===== config.mk =====
export PLATFORM = sky130hd
export DESIGN_NAME = record_stream_collector_tracker
export DESIGN_NICKNAME = d
export VERILOG_FILES = /design/src/rsct_pkg.sv /design/src/rsct_front.sv /design/src/rsct_fifo.sv /design/src/rsct_back.sv /design/src/record_stream_collector_tracker.sv
export SDC_FILE = /design/constraint.sdc
export NUM_CORES = 2
export LEC_CHECK = 0
export BUFFER_PORTS_ARGS = -buffer_cell sky130_fd_sc_hd__buf_2
export CORE_MARGIN = 1
export CORE_UTILIZATION = 51
export DETAILED_ROUTE_END_ITERATION = 8
export GPL_TIMING_DRIVEN = 0
export PLACE_DENSITY = 0.69
export SYNTH_ARGS = -nofsm -noshare
export SYNTH_HDL_FRONTEND = slang
export SYNTH_SLANG_ARGS = --single-unit

===== constraint.sdc =====
create_clock -name clk -period 28.6 [get_ports clk]
set_input_delay 8.58 -clock clk [delete_from_list [all_inputs] [get_ports clk]]
set_output_delay 8.58 -clock clk [all_outputs]
set_load 0.01 [all_outputs]

===== src/rsct_pkg.sv =====
// ----------------------------------------------------------------------------
// rsct_pkg
// Shared codes and helpers for the record stream collector tracker.
// ----------------------------------------------------------------------------
package rsct_pkg;

  localparam int CNT_W = 32;
  localparam logic [CNT_W-1:0] CNT_MAX = '1;

  localparam int QDEPTH = 2;
  localparam int QPW    = 1;

  localparam logic [1:0] INS_FLUSH   = 2'd0;
  localparam logic [1:0] INS_PROCESS = 2'd1;
  localparam logic [1:0] INS_IGNORE  = 2'd2;
  localparam logic [1:0] INS_REJECT  = 2'd3;

  localparam logic [2:0] ERR_NONE      = 3'd0;
  localparam logic [2:0] ERR_DUP_START = 3'd1;
  localparam logic [2:0] ERR_BAD_MID   = 3'd2;
  localparam logic [2:0] ERR_BAD_SEND  = 3'd3;
  localparam logic [2:0] ERR_BAD_POS   = 3'd4;
  localparam logic [2:0] ERR_BAD_UEND  = 3'd5;
  localparam logic [2:0] ERR_BAD_KIND  = 3'd6;
  localparam logic [2:0] ERR_FULL      = 3'd7;

  localparam logic [1:0] KIND_SNAP = 2'd0;
  localparam logic [1:0] KIND_UPD  = 2'd1;

  localparam logic [1:0] POS_START = 2'd0;
  localparam logic [1:0] POS_MID   = 2'd1;
  localparam logic [1:0] POS_END   = 2'd2;

  function automatic logic [CNT_W-1:0] sat_inc(input logic [CNT_W-1:0] v);
    return (v == CNT_MAX) ? v : v + CNT_W'(1);
  endfunction

endpackage


===== src/rsct_front.sv =====
// ----------------------------------------------------------------------------
// rsct_front
// Accepts records, matches the key against the collector table and allocates
// a new slot in arrival order; pushes the classified record to the queue.
// ----------------------------------------------------------------------------
module rsct_front #(
  parameter int COLLECTORS = 16,
  parameter int TIME_WIDTH = 32,
  parameter int SW         = 4,
  parameter int QW         = 2 * 32 + 4 + 6
) (
  input  logic                  clk,
  input  logic                  rst_n,
  input  logic                  in_valid,
  output logic                  in_ready,
  input  logic [31:0]           in_collector_key,
  input  logic [1:0]            in_dump_kind,
  input  logic [1:0]            in_record_position,
  input  logic [31:0]           in_dump_stamp,
  input  logic [31:0]           in_record_stamp,
  output logic                  q_valid,
  input  logic                  q_ready,
  output logic [QW-1:0]         q_data
);

  localparam int UW = $clog2(COLLECTORS + 1);

  typedef struct packed {
    logic [1:0]            kind;
    logic [1:0]            pos;
    logic [TIME_WIDTH-1:0] dump;
    logic [TIME_WIDTH-1:0] rec;
    logic [SW-1:0]         slot;
    logic                  fresh;
    logic                  full;
  } q_item_t;

  logic [UW-1:0]         used_r;
  logic [UW-1:0]         used_nxt;
  logic [31:0]           keys_r [COLLECTORS];
  logic [COLLECTORS-1:0] hit;
  logic [SW-1:0]         hit_idx;
  logic                  found;
  logic                  full;
  logic                  accept;
  logic                  alloc;
  q_item_t               item;

  always_comb begin
    hit_idx = '0;
    for (int i = 0; i < COLLECTORS; i++) begin
      hit[i] = (UW'(i) < used_r) && (keys_r[i] == in_collector_key);
      hit_idx = hit_idx | (hit[i] ? SW'(i) : '0);
    end
  end

  assign found    = |hit;
  assign full     = (used_r == UW'(COLLECTORS));
  assign in_ready = q_ready;
  assign accept   = in_valid && in_ready;
  assign alloc    = accept && !found && !full;
  assign used_nxt = alloc ? used_r + UW'(1) : used_r;

  always_comb begin
    item.kind  = in_dump_kind;
    item.pos   = in_record_position;
    item.dump  = TIME_WIDTH'(in_dump_stamp);
    item.rec   = TIME_WIDTH'(in_record_stamp);
    item.slot  = found ? hit_idx : used_r[SW-1:0];
    item.fresh = !found && !full;
    item.full  = !found && full;
  end

  assign q_valid = in_valid;
  assign q_data  = item;

  always_ff @(posedge clk) begin
    if (!rst_n) begin
      used_r <= '0;
    end else begin
      used_r <= used_nxt;
    end
  end

  always_ff @(posedge clk) begin
    if (alloc) begin
      keys_r[used_r[SW-1:0]] <= in_collector_key;
    end
  end

`ifndef SYNTHESIS
  a_key_unique: assert property (@(posedge clk) disable iff (!rst_n)
    $onehot0(hit))
    else $error("collector key matches more than one slot");

  a_used_bound: assert property (@(posedge clk) disable iff (!rst_n)
    used_r <= UW'(COLLECTORS))
    else $error("used slot count beyond table size");
`endif

endmodule


===== src/rsct_fifo.sv =====
// ----------------------------------------------------------------------------
// rsct_fifo
// Two-entry queue between the classifying front and the slot update back.
// ----------------------------------------------------------------------------
module rsct_fifo #(
  parameter int WIDTH = 8
) (
  input  logic             clk,
  input  logic             rst_n,
  input  logic             wr_valid,
  output logic             wr_ready,
  input  logic [WIDTH-1:0] wr_data,
  output logic             rd_valid,
  input  logic             rd_ready,
  output logic [WIDTH-1:0] rd_data
);

  localparam int CW = $clog2(rsct_pkg::QDEPTH + 1);

  logic [WIDTH-1:0]       mem_r [rsct_pkg::QDEPTH];
  logic [rsct_pkg::QPW-1:0] wptr_r;
  logic [rsct_pkg::QPW-1:0] rptr_r;
  logic [CW-1:0]          cnt_r;
  logic [CW-1:0]          cnt_nxt;
  logic                   push;
  logic                   pop;

  assign wr_ready = (cnt_r != CW'(rsct_pkg::QDEPTH));
  assign rd_valid = (cnt_r != '0);
  assign rd_data  = mem_r[rptr_r];
  assign push     = wr_valid && wr_ready;
  assign pop      = rd_valid && rd_ready;

  always_comb begin
    cnt_nxt = cnt_r;
    if (push && !pop) begin
      cnt_nxt = cnt_r + CW'(1);
    end else if (pop && !push) begin
      cnt_nxt = cnt_r - CW'(1);
    end
  end

  always_ff @(posedge clk) begin
    if (!rst_n) begin
      wptr_r <= '0;
      rptr_r <= '0;
      cnt_r  <= '0;
    end else begin
      cnt_r <= cnt_nxt;
      if (push) begin
        wptr_r <= wptr_r + rsct_pkg::QPW'(1);
      end
      if (pop) begin
        rptr_r <= rptr_r + rsct_pkg::QPW'(1);
      end
    end
  end

  always_ff @(posedge clk) begin
    if (push) begin
      mem_r[wptr_r] <= wr_data;
    end
  end

endmodule


===== src/rsct_back.sv =====
// ----------------------------------------------------------------------------
// rsct_back
// Reads the slot state, applies the record rules, writes the state back and
// holds the result in the output register.
// ----------------------------------------------------------------------------
module rsct_back #(
  parameter int COLLECTORS = 16,
  parameter int TIME_WIDTH = 32,
  parameter int SW         = 4,
  parameter int QW         = 2 * 32 + 4 + 6
) (
  input  logic          clk,
  input  logic          rst_n,
  input  logic          q_valid,
  output logic          q_ready,
  input  logic [QW-1:0] q_data,
  output logic          out_valid,
  input  logic          out_ready,
  output logic [1:0]    out_instruction,
  output logic [2:0]    out_error_code,
  output logic [3:0]    out_slot,
  output logic          out_new_collector,
  output logic [31:0]   out_snapshots_count,
  output logic [31:0]   out_updates_count,
  output logic [31:0]   out_ignored_count
);

  typedef struct packed {
    logic [1:0]            kind;
    logic [1:0]            pos;
    logic [TIME_WIDTH-1:0] dump;
    logic [TIME_WIDTH-1:0] rec;
    logic [SW-1:0]         slot;
    logic                  fresh;
    logic                  full;
  } q_item_t;

  typedef struct packed {
    logic [TIME_WIDTH-1:0]          snap_time;
    logic                           in_snap;
    logic [TIME_WIDTH-1:0]          lu_dump;
    logic [TIME_WIDTH-1:0]          lu_rec;
    logic [rsct_pkg::CNT_W-1:0]     snap_cnt;
    logic [rsct_pkg::CNT_W-1:0]     upd_cnt;
    logic [rsct_pkg::CNT_W-1:0]     ign_cnt;
  } slot_st_t;

  typedef enum logic [2:0] {
    ST_IDLE = 3'b001,
    ST_RD   = 3'b010,
    ST_EX   = 3'b100
  } state_t;

  state_t    state_r;
  state_t    state_nxt;
  q_item_t   item_r;
  slot_st_t  slot_mem [COLLECTORS];
  slot_st_t  rdata_r;
  slot_st_t  cur;
  slot_st_t  st_nxt;
  logic [1:0] ins_nxt;
  logic [2:0] err_nxt;
  logic       go;
  logic       pop;
  logic       wr_en;

  logic        out_valid_r;
  logic [1:0]  out_ins_r;
  logic [2:0]  out_err_r;
  logic [3:0]  out_slot_r;
  logic        out_new_r;
  logic [31:0] out_snap_r;
  logic [31:0] out_upd_r;
  logic [31:0] out_ign_r;

  assign go      = (state_r == ST_EX) && (!out_valid_r || out_ready);
  assign q_ready = (state_r == ST_IDLE) || go;
  assign pop     = q_valid && q_ready;
  assign wr_en   = go && !item_r.full;

  // slot state is cleared when the slot is allocated
  assign cur = item_r.fresh ? '0 : rdata_r;

  always_comb begin
    st_nxt  = cur;
    ins_nxt = rsct_pkg::INS_PROCESS;
    err_nxt = rsct_pkg::ERR_NONE;
    case (item_r.kind)
      rsct_pkg::KIND_SNAP: begin
        st_nxt.snap_cnt = rsct_pkg::sat_inc(cur.snap_cnt);
        case (item_r.pos)
          rsct_pkg::POS_START: begin
            if (cur.snap_time == '0 || cur.snap_time < item_r.dump) begin
              st_nxt           = '0;
              st_nxt.snap_time = item_r.dump;
              st_nxt.snap_cnt  = rsct_pkg::CNT_W'(1);
              st_nxt.in_snap   = 1'b1;
              ins_nxt          = rsct_pkg::INS_FLUSH;
            end else begin
              ins_nxt = rsct_pkg::INS_REJECT;
              err_nxt = rsct_pkg::ERR_DUP_START;
            end
          end
          rsct_pkg::POS_MID: begin
            if (cur.snap_time != item_r.dump) begin
              ins_nxt = rsct_pkg::INS_REJECT;
              err_nxt = rsct_pkg::ERR_BAD_MID;
            end
          end
          rsct_pkg::POS_END: begin
            if (cur.snap_time == item_r.dump) begin
              st_nxt.in_snap = 1'b0;
            end else begin
              ins_nxt = rsct_pkg::INS_REJECT;
              err_nxt = rsct_pkg::ERR_BAD_SEND;
            end
          end
          default: begin
            ins_nxt = rsct_pkg::INS_REJECT;
            err_nxt = rsct_pkg::ERR_BAD_POS;
          end
        endcase
      end
      rsct_pkg::KIND_UPD: begin
        if (cur.snap_time == '0 || cur.in_snap) begin
          st_nxt.ign_cnt = rsct_pkg::sat_inc(cur.ign_cnt);
          ins_nxt        = rsct_pkg::INS_IGNORE;
        end else begin
          st_nxt.upd_cnt = rsct_pkg::sat_inc(cur.upd_cnt);
          if (item_r.pos == rsct_pkg::POS_END && !(cur.lu_dump < item_r.dump)) begin
            ins_nxt = rsct_pkg::INS_REJECT;
            err_nxt = rsct_pkg::ERR_BAD_UEND;
          end else begin
            if (item_r.pos == rsct_pkg::POS_END) begin
              st_nxt.lu_dump = item_r.dump;
            end
            st_nxt.lu_rec = item_r.rec;
          end
        end
      end
      default: begin
        ins_nxt = rsct_pkg::INS_REJECT;
        err_nxt = rsct_pkg::ERR_BAD_KIND;
      end
    endcase
  end

  always_comb begin
    state_nxt = state_r;
    case (state_r)
      ST_IDLE: begin
        if (pop) begin
          state_nxt = ST_RD;
        end
      end
      ST_RD: begin
        state_nxt = ST_EX;
      end
      ST_EX: begin
        if (go) begin
          state_nxt = pop ? ST_RD : ST_IDLE;
        end
      end
      default: begin
        state_nxt = ST_IDLE;
      end
    endcase
  end

  always_ff @(posedge clk) begin
    if (!rst_n) begin
      state_r     <= ST_IDLE;
      out_valid_r <= 1'b0;
    end else begin
      state_r <= state_nxt;
      if (go) begin
        out_valid_r <= 1'b1;
      end else if (out_ready) begin
        out_valid_r <= 1'b0;
      end
    end
  end

  always_ff @(posedge clk) begin
    if (pop) begin
      item_r <= q_item_t'(q_data);
    end
    if (go) begin
      if (item_r.full) begin
        out_ins_r  <= rsct_pkg::INS_REJECT;
        out_err_r  <= rsct_pkg::ERR_FULL;
        out_slot_r <= '0;
        out_new_r  <= 1'b0;
        out_snap_r <= '0;
        out_upd_r  <= '0;
        out_ign_r  <= '0;
      end else begin
        out_ins_r  <= ins_nxt;
        out_err_r  <= err_nxt;
        out_slot_r <= 4'(item_r.slot);
        out_new_r  <= item_r.fresh;
        out_snap_r <= st_nxt.snap_cnt;
        out_upd_r  <= st_nxt.upd_cnt;
        out_ign_r  <= st_nxt.ign_cnt;
      end
    end
  end

  always_ff @(posedge clk) begin
    rdata_r <= slot_mem[item_r.slot];
    if (wr_en) begin
      slot_mem[item_r.slot] <= st_nxt;
    end
  end

  assign out_valid           = out_valid_r;
  assign out_instruction     = out_ins_r;
  assign out_error_code      = out_err_r;
  assign out_slot            = out_slot_r;
  assign out_new_collector   = out_new_r;
  assign out_snapshots_count = out_snap_r;
  assign out_updates_count   = out_upd_r;
  assign out_ignored_count   = out_ign_r;

`ifndef SYNTHESIS
  a_rd_to_ex: assert property (@(posedge clk) disable iff (!rst_n)
    state_r == ST_RD |=> state_r == ST_EX)
    else $error("slot read not followed by execute");

  a_err_matches_ins: assert property (@(posedge clk) disable iff (!rst_n)
    out_valid_r |-> ((out_ins_r == rsct_pkg::INS_REJECT) ==
                     (out_err_r != rsct_pkg::ERR_NONE)))
    else $error("error code disagrees with instruction");

  a_full_reject: assert property (@(posedge clk) disable iff (!rst_n)
    go && item_r.full |=> out_err_r == rsct_pkg::ERR_FULL && out_slot_r == '0)
    else $error("table full record not rejected");
`endif

endmodule


===== src/record_stream_collector_tracker.sv =====
// ----------------------------------------------------------------------------
// record_stream_collector_tracker
// Routing-dump record tracker: key lookup and slot allocation in front, a
// two-entry queue, then per-collector state update and result register.
// ----------------------------------------------------------------------------
// Path: an input beat is written into the queue, then into the back end item
// register; the slot state is read, then the result register is loaded.
// The back end takes no new record until it writes back the slot state of the
// last; the front keeps accepting into the queue meanwhile while it has room.
// Reset: synchronous, active low; clears the slot count, the queue, the back
// end state and the result valid. Slot state is cleared on allocation.
module record_stream_collector_tracker #(
  parameter int COLLECTORS = 16,
  parameter int TIME_WIDTH = 32
) (
  input  logic        clk,
  input  logic        rst_n,
  input  logic        in_valid,
  output logic        in_ready,
  input  logic [31:0] in_collector_key,
  input  logic [1:0]  in_dump_kind,
  input  logic [1:0]  in_record_position,
  input  logic [31:0] in_dump_stamp,
  input  logic [31:0] in_record_stamp,
  output logic        out_valid,
  input  logic        out_ready,
  output logic [1:0]  out_instruction,
  output logic [2:0]  out_error_code,
  output logic [3:0]  out_slot,
  output logic        out_new_collector,
  output logic [31:0] out_snapshots_count,
  output logic [31:0] out_updates_count,
  output logic [31:0] out_ignored_count
);

  localparam int SW = (COLLECTORS > 1) ? $clog2(COLLECTORS) : 1;
  localparam int QW = 2 * TIME_WIDTH + SW + 6;

  logic          fq_valid;
  logic          fq_ready;
  logic [QW-1:0] fq_data;
  logic          qb_valid;
  logic          qb_ready;
  logic [QW-1:0] qb_data;

  rsct_front #(
    .COLLECTORS(COLLECTORS),
    .TIME_WIDTH(TIME_WIDTH),
    .SW        (SW),
    .QW        (QW)
  ) u_front (
    .clk               (clk),
    .rst_n             (rst_n),
    .in_valid          (in_valid),
    .in_ready          (in_ready),
    .in_collector_key  (in_collector_key),
    .in_dump_kind      (in_dump_kind),
    .in_record_position(in_record_position),
    .in_dump_stamp     (in_dump_stamp),
    .in_record_stamp   (in_record_stamp),
    .q_valid           (fq_valid),
    .q_ready           (fq_ready),
    .q_data            (fq_data)
  );

  rsct_fifo #(
    .WIDTH(QW)
  ) u_fifo (
    .clk     (clk),
    .rst_n   (rst_n),
    .wr_valid(fq_valid),
    .wr_ready(fq_ready),
    .wr_data (fq_data),
    .rd_valid(qb_valid),
    .rd_ready(qb_ready),
    .rd_data (qb_data)
  );

  rsct_back #(
    .COLLECTORS(COLLECTORS),
    .TIME_WIDTH(TIME_WIDTH),
    .SW        (SW),
    .QW        (QW)
  ) u_back (
    .clk                (clk),
    .rst_n              (rst_n),
    .q_valid            (qb_valid),
    .q_ready            (qb_ready),
    .q_data             (qb_data),
    .out_valid          (out_valid),
    .out_ready          (out_ready),
    .out_instruction    (out_instruction),
    .out_error_code     (out_error_code),
    .out_slot           (out_slot),
    .out_new_collector  (out_new_collector),
    .out_snapshots_count(out_snapshots_count),
    .out_updates_count  (out_updates_count),
    .out_ignored_count  (out_ignored_count)
  );

endmodule


==> impl_summary.txt <==
----------------------------------------------------
[Outcome]
  Outcome ... finished, violations left
  Violations in the final reports ... design-rule violations, max-capacitance violations, max-slew violations

[Worst setup path]
  Endpoint kind of the worst setup timing path ... register
  Crit-path max FO ... 32
  Maximum single-stage delay on the critical path ... 830 ps
  Slowest CP cell ... sky130_fd_sc_hd__nor4_1
  Type of origin of the critical path ... primary input
  Critical Path, Cell by Cell ... buf_2 -> buf_2 -> buf_4 -> xor2_1 -> nor4_1 -> nand4_1 -> a2111oi_0 -> nor4_1 -> nor4b_4 -> and3_1 -> clkbuf_1 -> and3_2
  Type of the worst setup path ... in -> reg
  Worst endpoint data arrival time ... 13210 ps
  CP required ... 29120 ps

[Synthesis]
  Mean instance size in the synthesized netlist ... 20.7 µm²
  Share of synthesized area occupied by flip-flops and latches ... 75.7%
  Number of synthesized flops with an enable pin ... 3320
  Number of synthesis warnings ... 0
  Post-Synthesis Cells ... 6572
  Most used DFF post-synth ... sky130_fd_sc_hd__edfxtp_1
  Fraction of post-synthesis cell area in the top cell type by area ... 73.2%
  Most common library cells after synthesis ... sky130_fd_sc_hd__edfxtp_1 (3320), sky130_fd_sc_hd__mux4_2 (805), sky130_fd_sc_hd__xor2_1 (360)
  Proportion of register bits with asynchronous set or reset after synthesis ... 0%
  Synth area leader ... sky130_fd_sc_hd__edfxtp_1
  Post-synth cell types ... 78
  Post-synthesis cell area ... 136000 µm²
  Library cell with the highest instance count after synthesis ... sky130_fd_sc_hd__edfxtp_1
  Number of flip-flops and latches in the synthesized netlist ... 3494
  Net count after synthesis ... 6750
  Most area-consuming cells after synthesis ... sky130_fd_sc_hd__edfxtp_1 (73%), sky130_fd_sc_hd__mux4_2 (13%), sky130_fd_sc_hd__dfxtp_1 (2.6%), sky130_fd_sc_hd__xor2_1 (2.3%), sky130_fd_sc_hd__xnor2_1 (1.2%)

[Clock tree]
  Latest clock arrival within the worst-skew pair ... 930 ps
  Resize count post-CTS ... 0
  Number of buffers inserted during clock tree synthesis ... 348
  Clock Pin Slew Worst Setup and Hold Paths ... 60 ps
  Post-CTS setup buffer count ... 0
  Max H-tree Level ... 5
  Clk buf depth ... 4
  Clk root buf ... sky130_fd_sc_hd__clkbuf_16
  Total clock sinks ... 3494
  Clock tree from TritonCTS ... built
  Hold_buf cts ... 0

[STA]
  Peak Freq ... 78.8 MHz
  Worst clock skew ... 55.9 ps
  Min setup slack post-route ... 15910 ps
  Number of failing setup endpoints in the final timing report ... 0
  Final cycle utilization of the critical path ... 44.4%
  Number of hold-slack violations in the final timing report ... 0
  Rel. slew slack ... -5.16%
  Final Max Slew Viols ... 22
  RSZ-0062 raised after global routing ... no
  Aggregate negative setup slack ... 0 ps
  Transition at the pin with the smallest max-transition slack ... 1580 ps
  Post-layout min period ... 12690 ps

[GRT]
  Number of antenna violations at the first check in global routing ... 28
  Maximum number of pins on one net before global-route repair ... 34
  Wire length of the first global-routing pass ... 520 mm
  Tot GR Track Use ... 27.4%
  Via count of the first global-routing pass ... 70600
  Grt ovf ... 0

[Route]
  Remaining antenna violation count ... 0
  Violation count after the first detailed-route iteration ... 9611
  Drt drc ... 22
  Final wirelength ... 370 mm
  Via count of the routed design ... 70400
  Number of detailed-route iterations in the first pass ... 9
  Post-detailed-route wirelength per cell ... 33.3 µm
  Detail-routed via count per cell ... 6.33

[Floorplan]
  Floorplan die area ... 269000 µm²
  # IOs ... 212
  Effective utilization at floorplan ... 51.4%
  Placeable core region ... 265000 µm²
  Height of the chip ... 519 µm
  Std cell rows ... 189
  Die width ... 519 µm

[Final layout]
  Final std cells w/o fill ... 11100
  Area growth from synthesis to final layout ... 15.4%
  Nets@finish ... 7462
  Share of layout cells above drive strength 1 ... 24.9%

[Placement]
  Count of buffers inserted at the top-level ports ... 178
  Worst setup slack after placement ... 14930 ps
  Total half-perimeter wirelength after legalization and detailed placement ... 237 mm
  Cell Count Post-Placement ... 10500
  Placer Congestion ... 0.904

[Flow run]
  Count of maximum capacitance violations ... 2

[Power]
  Static leakage power ... 0.0503 µW
  Clk network pwr share ... 34.2%
  Switching share of power ... 27.8%
  Part of the total power dissipated in sequential elements ... 44.0%
  Logic pwr share ... 21.8%
  Internal power ... 9820 µW
  Switching power total ... 3780 µW
  VDD IR-drop max ... 0.0592 mV
  Power density of the placed cells ... 86.5 nW/µm²

[Worst hold path]
  Type of the worst min-delay path ... reg -> reg

----------------------------------------------------
critical path: cells and delay by family:
family,cells,cell delay [ps]
AND/OR/NAND/NOR,6,2410
XOR/XNOR,1,120
AO/OA/AOI/OAI,1,590
buffers and inverters,4,1460
cells by family (layout without fill, tap and decap cells):
group           after synthesis  in the layout  share of synthesized area [%]
other cells                   0              7                              0
flops                      3494           3494                           75.7
fa+ha+maj                    75             75                          0.687
mux                         886            886                           13.9
compound gates              249            249                           1.21
xor+xnor                    547            547                           3.52
simple gates                942            942                           3.73
buf+inv                     379           1386                           1.20
metrics by stage:
| step | total power, µW | hold slack (ps) | cell area, µm² | util [%] |
|---|---|---|---|---|
| after detailed placement | 9040 | 487 | 146000 | 54.9 |
| after floorplan | 7960 | 457 | 136000 | - |
| after global routing | 14000 | 507 | 157000 | 59.3 |
| after CTS | 13600 | 485 | 157000 | 59.2 |
| final | 13600 | 476 | 157000 | 59.3 |
| after global placement | 8990 | 483 | 142000 | 53.4 |
final timing paths:
| path | startpoint | end | slack (ps) | cells past startpoint |
|---|---|---|---|---|
| worst max-delay path | in_collector_key[7] | u_front.keys_r[0][5] | 15910 | 12 |
| worst min-delay path | u_back.state_r[1] | u_back.state_r[2] | 480 | 2 |
| worst max register to register | u_back.item_r[1] | u_back.slot_mem[11][95] | 18380 | 17 |
| worst min register to register | u_back.state_r[1] | u_back.state_r[2] | 480 | 2 |
registers in the layout, indices dropped and copies added (netlist names), 2 cells and up:
register	flops
u_back.item_r	42
u_back.out_error_code	3
u_back.out_ignored_count	32
u_back.out_instruction	2
u_back.out_slot	4
u_back.out_snapshots_count	32
u_back.out_updates_count	32
u_back.rdata_r	161
u_back.slot_mem	2576
u_back.state_r	3
u_fifo.cnt_r	2
u_fifo.mem_r	84
u_front.keys_r	512
u_front.used_r	5
power groups by stage:
stage / registers [µW] / clock network (µW) / logic [µW]
after floorplan: 5990 / 0 / 1970
after global placement: 6080 / 0 / 2900
after detailed placement: 6080 / 0 / 2960
after CTS: 5970 / 4690 / 2980
after global routing: 5990 / 4880 / 3100
final: 5980 / 4650 / 2970
placed cells by master, fill, tap and decap left out, types with 20 or more instances in the layout:
master and n:
sky130_fd_sc_hd__edfxtp_1 3320, sky130_fd_sc_hd__mux4_2 805, sky130_fd_sc_hd__xor2_1 360, sky130_fd_sc_hd__clkbuf_16 350
sky130_fd_sc_hd__clkbuf_1 243, sky130_fd_sc_hd__buf_2 227, sky130_fd_sc_hd__nand2_1 193, sky130_fd_sc_hd__xnor2_1 187
sky130_fd_sc_hd__dfxtp_1 174, sky130_fd_sc_hd__nor2b_1 117, sky130_fd_sc_hd__nor4_1 108, sky130_fd_sc_hd__nand4_1 108
sky130_fd_sc_hd__nor2_1 105, sky130_fd_sc_hd__nand3_1 94, sky130_fd_sc_hd__buf_12 93, sky130_fd_sc_hd__ha_1 74
sky130_fd_sc_hd__buf_1 70, sky130_fd_sc_hd__a21oi_1 65, sky130_fd_sc_hd__inv_1 63, sky130_fd_sc_hd__clkinv_2 55
sky130_fd_sc_hd__buf_16 54, sky130_fd_sc_hd__mux2_2 44, sky130_fd_sc_hd__nor3_1 43, sky130_fd_sc_hd__clkinv_1 43
sky130_fd_sc_hd__o21ai_1 41, sky130_fd_sc_hd__buf_4 41, sky130_fd_sc_hd__bufinv_16 37, sky130_fd_sc_hd__mux2i_1 34
sky130_fd_sc_hd__clkbuf_8 31, sky130_fd_sc_hd__and2_1 25, sky130_fd_sc_hd__buf_8 23, sky130_fd_sc_hd__a21o_1 20
sky130_fd_sc_hd__o21ai_0 20
per-layer routing:
| layer | GRT usage [%] | up-vias | share of wire (%) |
|---|---|---|---|
| met5 | 0 | - | 0.016 |
| met4 | 11.6 | 8 | 4.6 |
| met3 | 4.78 | 760 | 9.7 |
| met2 | 44.4 | 4271 | 48 |
| met1 | 36.9 | 37100 | 37 |
| li1 | - | 28300 | - |
layout make-up:
cell class | count | area [µm²]
Fill cell | 18500 | 108000
Buffer | 316 | 1410
Clock inverter | 173 | 2110
Antenna cell | 7 | 17.5
Multi-Input combinational cell | 2699 | 31600
Clock buffer | 472 | 9530
Tap cell | 3533 | 4420
Sequential cell | 3494 | 103000
Inverter | 63 | 236
Timing Repair Buffer | 362 | 4720
Note: power is estimated with default switching activity, not from simulation.
